**config.mk**
```make
export PLATFORM = sky130hd
export DESIGN_NAME = knn_cell
export DESIGN_NICKNAME = d
export VERILOG_FILES = /design/src/hdl/knn_pkg.sv /design/src/hdl/knn_cell.sv
export SDC_FILE = /design/constraint.sdc
export NUM_CORES = 1
export LEC_CHECK = 0
export BUFFER_PORTS_ARGS = -buffer_cell sky130_fd_sc_hd__buf_4
export CORE_MARGIN = 5
export CORE_UTILIZATION = 41
export CTS_CLUSTER_SIZE = 16
export DETAILED_ROUTE_END_ITERATION = 10
export GPL_ROUTABILITY_DRIVEN = 1
export PLACE_DENSITY = 0.88
export SLEW_MARGIN = 20
export SYNTH_ARGS = -nofsm -noshare
export SYNTH_HDL_FRONTEND = slang
export SYNTH_SLANG_ARGS = --single-unit
```
**constraint.sdc**
```tcl
create_clock -name clock -period 2.6 [get_ports clock]
set_input_delay 0.39 -clock clock [delete_from_list [all_inputs] [get_ports clock]]
set_output_delay 0.39 -clock clock [all_outputs]
set_load 0.02 [all_outputs]
```
**src/hdl/knn_pkg.sv**
```systemverilog
`timescale 1ns / 1ps
// Shared types and constants for the k-nearest-neighbor classifier.
// Used by knn_cell and knn_classifier; depends on nothing else.
package knn_pkg;

   // field and register widths
   localparam int PIXEL_W       = 8;
   localparam int LABEL_W       = 4;
   localparam int DIST_W        = 27;
   localparam int OUT_DIST_W    = 26;
   localparam int VOTES_W       = 4;
   localparam int NEIGHBOR_W    = 4;
   localparam int PIXEL_COUNT_W = 11;
   localparam int CSR_DATA_W    = 11;
   localparam int CSR_INDEX_W   = 1;
   localparam int SQUARE_W      = 2 * PIXEL_W;

   // register indexes and reset values
   localparam logic [CSR_INDEX_W-1:0]   CSR_NEIGHBOR_COUNT = 1'd0;
   localparam logic [CSR_INDEX_W-1:0]   CSR_PIXEL_COUNT    = 1'd1;
   localparam logic [NEIGHBOR_W-1:0]    NEIGHBOR_RESET     = 4'd3;
   localparam logic [PIXEL_COUNT_W-1:0] PIXEL_COUNT_RESET  = 11'd784;

   // input commands
   localparam logic CMD_QUERY = 1'b0;
   localparam logic CMD_TRAIN = 1'b1;

   // control from the sequencer to every cell of the sorted list
   typedef struct packed {
      logic               insert;
      logic               clear;
      logic [DIST_W-1:0]  distance;
      logic [LABEL_W-1:0] label;
      logic [LABEL_W-1:0] vote_class;
   } knn_ctl_type;

   // what one cell hands to its right neighbor
   typedef struct packed {
      logic               keep;
      logic               valid;
      logic [DIST_W-1:0]  distance;
      logic [LABEL_W-1:0] label;
   } knn_link_type;

endpackage

```
**src/hdl/knn_cell.sv**
```systemverilog
`timescale 1ns / 1ps
// One entry of the sorted nearest-neighbor list: distance, label and valid.
// Depends on knn_pkg for the control and link types.
module knn_cell
   import knn_pkg::*;
(
   input  logic         clock,
   input  logic         reset,
   input  knn_ctl_type  ctl,
   input  knn_link_type left,
   input  logic         vote_en,
   output knn_link_type right,
   output logic         vote
);

   logic               valid_ff, valid_in;
   logic [DIST_W-1:0]  dist_ff, dist_in;
   logic [LABEL_W-1:0] label_ff, label_in;
   logic               keep;

   // an entry no farther than the new sample stays; earlier samples win ties
   assign keep = valid_ff && (dist_ff <= ctl.distance);

   // clear the entry, stay, take the new sample, or shift in the left neighbor
   always_comb begin
      valid_in = valid_ff;
      dist_in  = dist_ff;
      label_in = label_ff;
      if (ctl.clear) begin
         valid_in = 1'b0;
      end else if (ctl.insert && !keep) begin
         valid_in = valid_ff | left.valid;
         if (left.keep) begin
            dist_in  = ctl.distance;
            label_in = ctl.label;
         end else begin
            dist_in  = left.distance;
            label_in = left.label;
         end
      end
   end

   always_ff @(posedge clock) begin
      if (reset) begin
         valid_ff <= 1'b0;
      end else begin
         valid_ff <= valid_in;
      end
      dist_ff  <= dist_in;
      label_ff <= label_in;
   end

   assign right.keep     = keep;
   assign right.valid    = valid_ff;
   assign right.distance = dist_ff;
   assign right.label    = label_ff;

   // this entry votes for the class under test
   assign vote = vote_en && valid_ff && (label_ff == ctl.vote_class);

endmodule

```
==> results.yml <==
outcome:
  status: "finished clean"
detailed_routing:
  vias_per_cell: 4.87
  wl_per_cell_microns: 15.2
  routed_wl_microns: 5670
  drc: 0
  drtPass1Iterations: 4
  drtAntennaViolNets: 0
  vias: 1813
  drt-initial-drc-count: 72
die:
  row_count: 26
  core_sq_um: 5040
  die_x_microns: 81.8
  die_h_microns: 81.8
  start_util_pct: 41.9
  die_area_sq_um: 6680
  io_pins: 107
setup_path:
  worstPathCellList: "ha_4 -> nand4_2 -> or4_4 -> o21ai_2 -> a22oi_2 -> buf_6"
  cp_top_family: "simple AND/OR/NAND/NOR gates"
  cp-endpoint: "right[32]"
  cp.depth: 6
  startpoint: "dist_ff[25]"
  rrSetupSlack_ps: 60
  rr_worst_depth: 5
  cp_data_arrival_time_ps: 2160
  critPathMaxStageDelay_ps: 560
  critPathKind: "reg2out"
  start_kind: "register"
  end_kind: "primary output"
  cp_slowest_cell: "or4_4"
  critPathMaxFanout: 4
  r2r-end: "dist_ff[0]"
  cp.required_ps: 2210
  cp_num_buf_inv: 1
  worstReg2RegStart: "dist_ff[25]"
logic_synthesis:
  yosys.area.top_type: "edfxtp_1"
  syn_inst: 181
  avgSynthCellArea_sq_um: 11.7
  ys.flop_type: "edfxtp_1"
  synth-seq-cells: 32
  ys_seq_area_share_pct: 45.1
  netlist_area_sq_um: 2110
  synth-async-reset-ratio_pct: 0
  yosys-top-cells-area: "edfxtp_1, mux2_2, ha_1"
  ys_types: 29
  synth_common_cells: "edfxtp_1, mux2_2, inv_1"
  synth_nets: 281
  yosys_warnings: 0
  synth_edf_count: 31
  yosysTopAreaCellShare_pct: 44.1
grt:
  antenna_found_initial: 0
  grt_overflow: 0
  grt_usage_pct: 16.0
  grt_pass1_vias: 1865
  grt_max_degree: 32
  grt_pass1_wl_microns: 8180
sta:
  worst_pin_slew_ps: 436
  report.final.hold_viol_count: 0
  finalCriticalPeriod_ps: 2550
  hold_ws_ps: 282
  fin_worst_skew_ps: 8.16
  timing.fmax_ghz: 0.392
  finalSetupViolations: 0
  relSlewSlack_pct: 70.9
  fin_crit_sh_pct: 98.2
  final_max_slew_viol_count: 0
layout:
  utilization_pct: 63.7
  layout-drive-gt1-share_pct: 54.6
  fin_area_sq_um: 3210
  num_antenna_cells: 0
  layout.nets: 401
  area_growth_pct: 52.2
clocking:
  cts_max_path_buffers: 2
  clock-root-buffer: "clkbuf_8"
  cts_tree: "built"
  clock_latency_ps: 270
  cts.clk_slew.worst_paths_ps: 70
  h-tree-depth: 2
  numCtsBuffers: 5
  cts.sinks: 32
placement:
  place_congestion: 0.743
  dp_hpwl_microns: 4510
  place_area_sq_um: 3040
  io_buffers: 106
run:
  max_cap_viol_count: 0
power_and_ir_drop:
  power_leakage_nw: 1.49
  p_total_mw: 1.44
  ir_worst_vdd_mv: 0.312
  pwr_density_cell_nw_per_um2: 447
min_path:
  hp-class: "in2reg"
## where the power goes
group          total (mW)  leakage, nW  switching, mW  internal [mW]
Combinational       0.427         1.15          0.199          0.228
Sequential          0.646        0.302         0.0251          0.620
Clock               0.364       0.0395          0.174          0.190
## per-layer routing
metal / vias up / global-route usage (%) / routed length [microns]
li1: 912 / - / -
met1: 840 / 16.1 / 2100
met2: 55 / 31.2 / 3180
met3: 6 / 4.93 / 351
met4: 0 / 4.82 / 41
met5: - / 0 / 0
## cell families after synthesis
logic type,share of synthesized area (%)
xor gates and xnor gates,0.415
and+or+nand+nor,6.88
DFF,45.1
buffers and inverters,6.58
adders and majority gates,16.0
muxes,16.5
AOI/OAI and AO/OA,8.54
## worst min path at each step
stage,startpoint,end,cells after the start
final,reset,valid_ff,2
after global routing,reset,valid_ff,2
after CTS,reset,valid_ff,2
after detailed placement,reset,valid_ff,2
after global placement,reset,valid_ff,2
after floorplan,reset,valid_ff,1
## stage by stage
step                      setup WS [ps]  setup TNS (ps)  cells
after floorplan                    25.9               0    181
after global placement             -167           -5160    361
after CTS                          16.4               0    370
after detailed placement           -264           -8150    361
final                              48.0               0    372
after global routing              -51.8           -1500    372
## placed cells by master, fill, tap and decap left out
| cell type | netlist | final |
|---|---|---|
| dfxtp_1 | 1 | 1 |
| o21ai_1 | 0 | 2 |
| xnor2_1 | 1 | 1 |
| a32o_4 | 0 | 1 |
| nand3b_1 | 1 | 1 |
| a21o_1 | 1 | 1 |
| a21oi_2 | 0 | 1 |
| o21ai_2 | 1 | 2 |
| nand4_2 | 1 | 1 |
| mux2_2 | 31 | 31 |
| edfxtp_1 | 31 | 31 |
| o22ai_1 | 1 | 1 |
| ha_4 | 0 | 3 |
| o211ai_1 | 1 | 1 |
| inv_1 | 30 | 30 |
| a21oi_1 | 11 | 10 |
| nand2_1 | 5 | 5 |
| or4_4 | 0 | 1 |
| clkbuf_8 | 0 | 5 |
| a211oi_1 | 4 | 4 |
| nor3_1 | 3 | 3 |
| or3_4 | 0 | 1 |
| clkbuf_1 | 0 | 3 |
| buf_6 | 0 | 1 |
| o21ai_0 | 6 | 3 |
| ha_1 | 27 | 24 |
| buf_4 | 2 | 117 |
| a22oi_2 | 0 | 1 |
| nand4_1 | 6 | 6 |
| nor2_1 | 3 | 3 |
| a221oi_1 | 2 | 2 |
| nor2b_1 | 2 | 2 |
| and2_1 | 1 | 1 |
| nand3_1 | 2 | 2 |
## repair_timing
| action | in CTS | in global routing |
|---|---|---|
| resized for setup | 3 | 10 |
| setup endpoints to repair | 32 | 32 |
| hold buffers | 0 | 0 |
| pin swaps | 0 | 2 |
| setup buffers | 1 | 2 |
## flip-flops by register name, summed over array words and instances, names as in the netlist
signal / count
valid_ff: 1
label_ff: 4
dist_ff: 27
## cell type report
cell class,instances,area (sq um)
sequential,32,951
fill,409,1830
clock buffer,8,80.1
inverter,30,113
multi-input combinational,114,1090
timing repair buffer,118,890
tap,70,87.6
No activity file was read; power rests on OpenSTA's default activity.
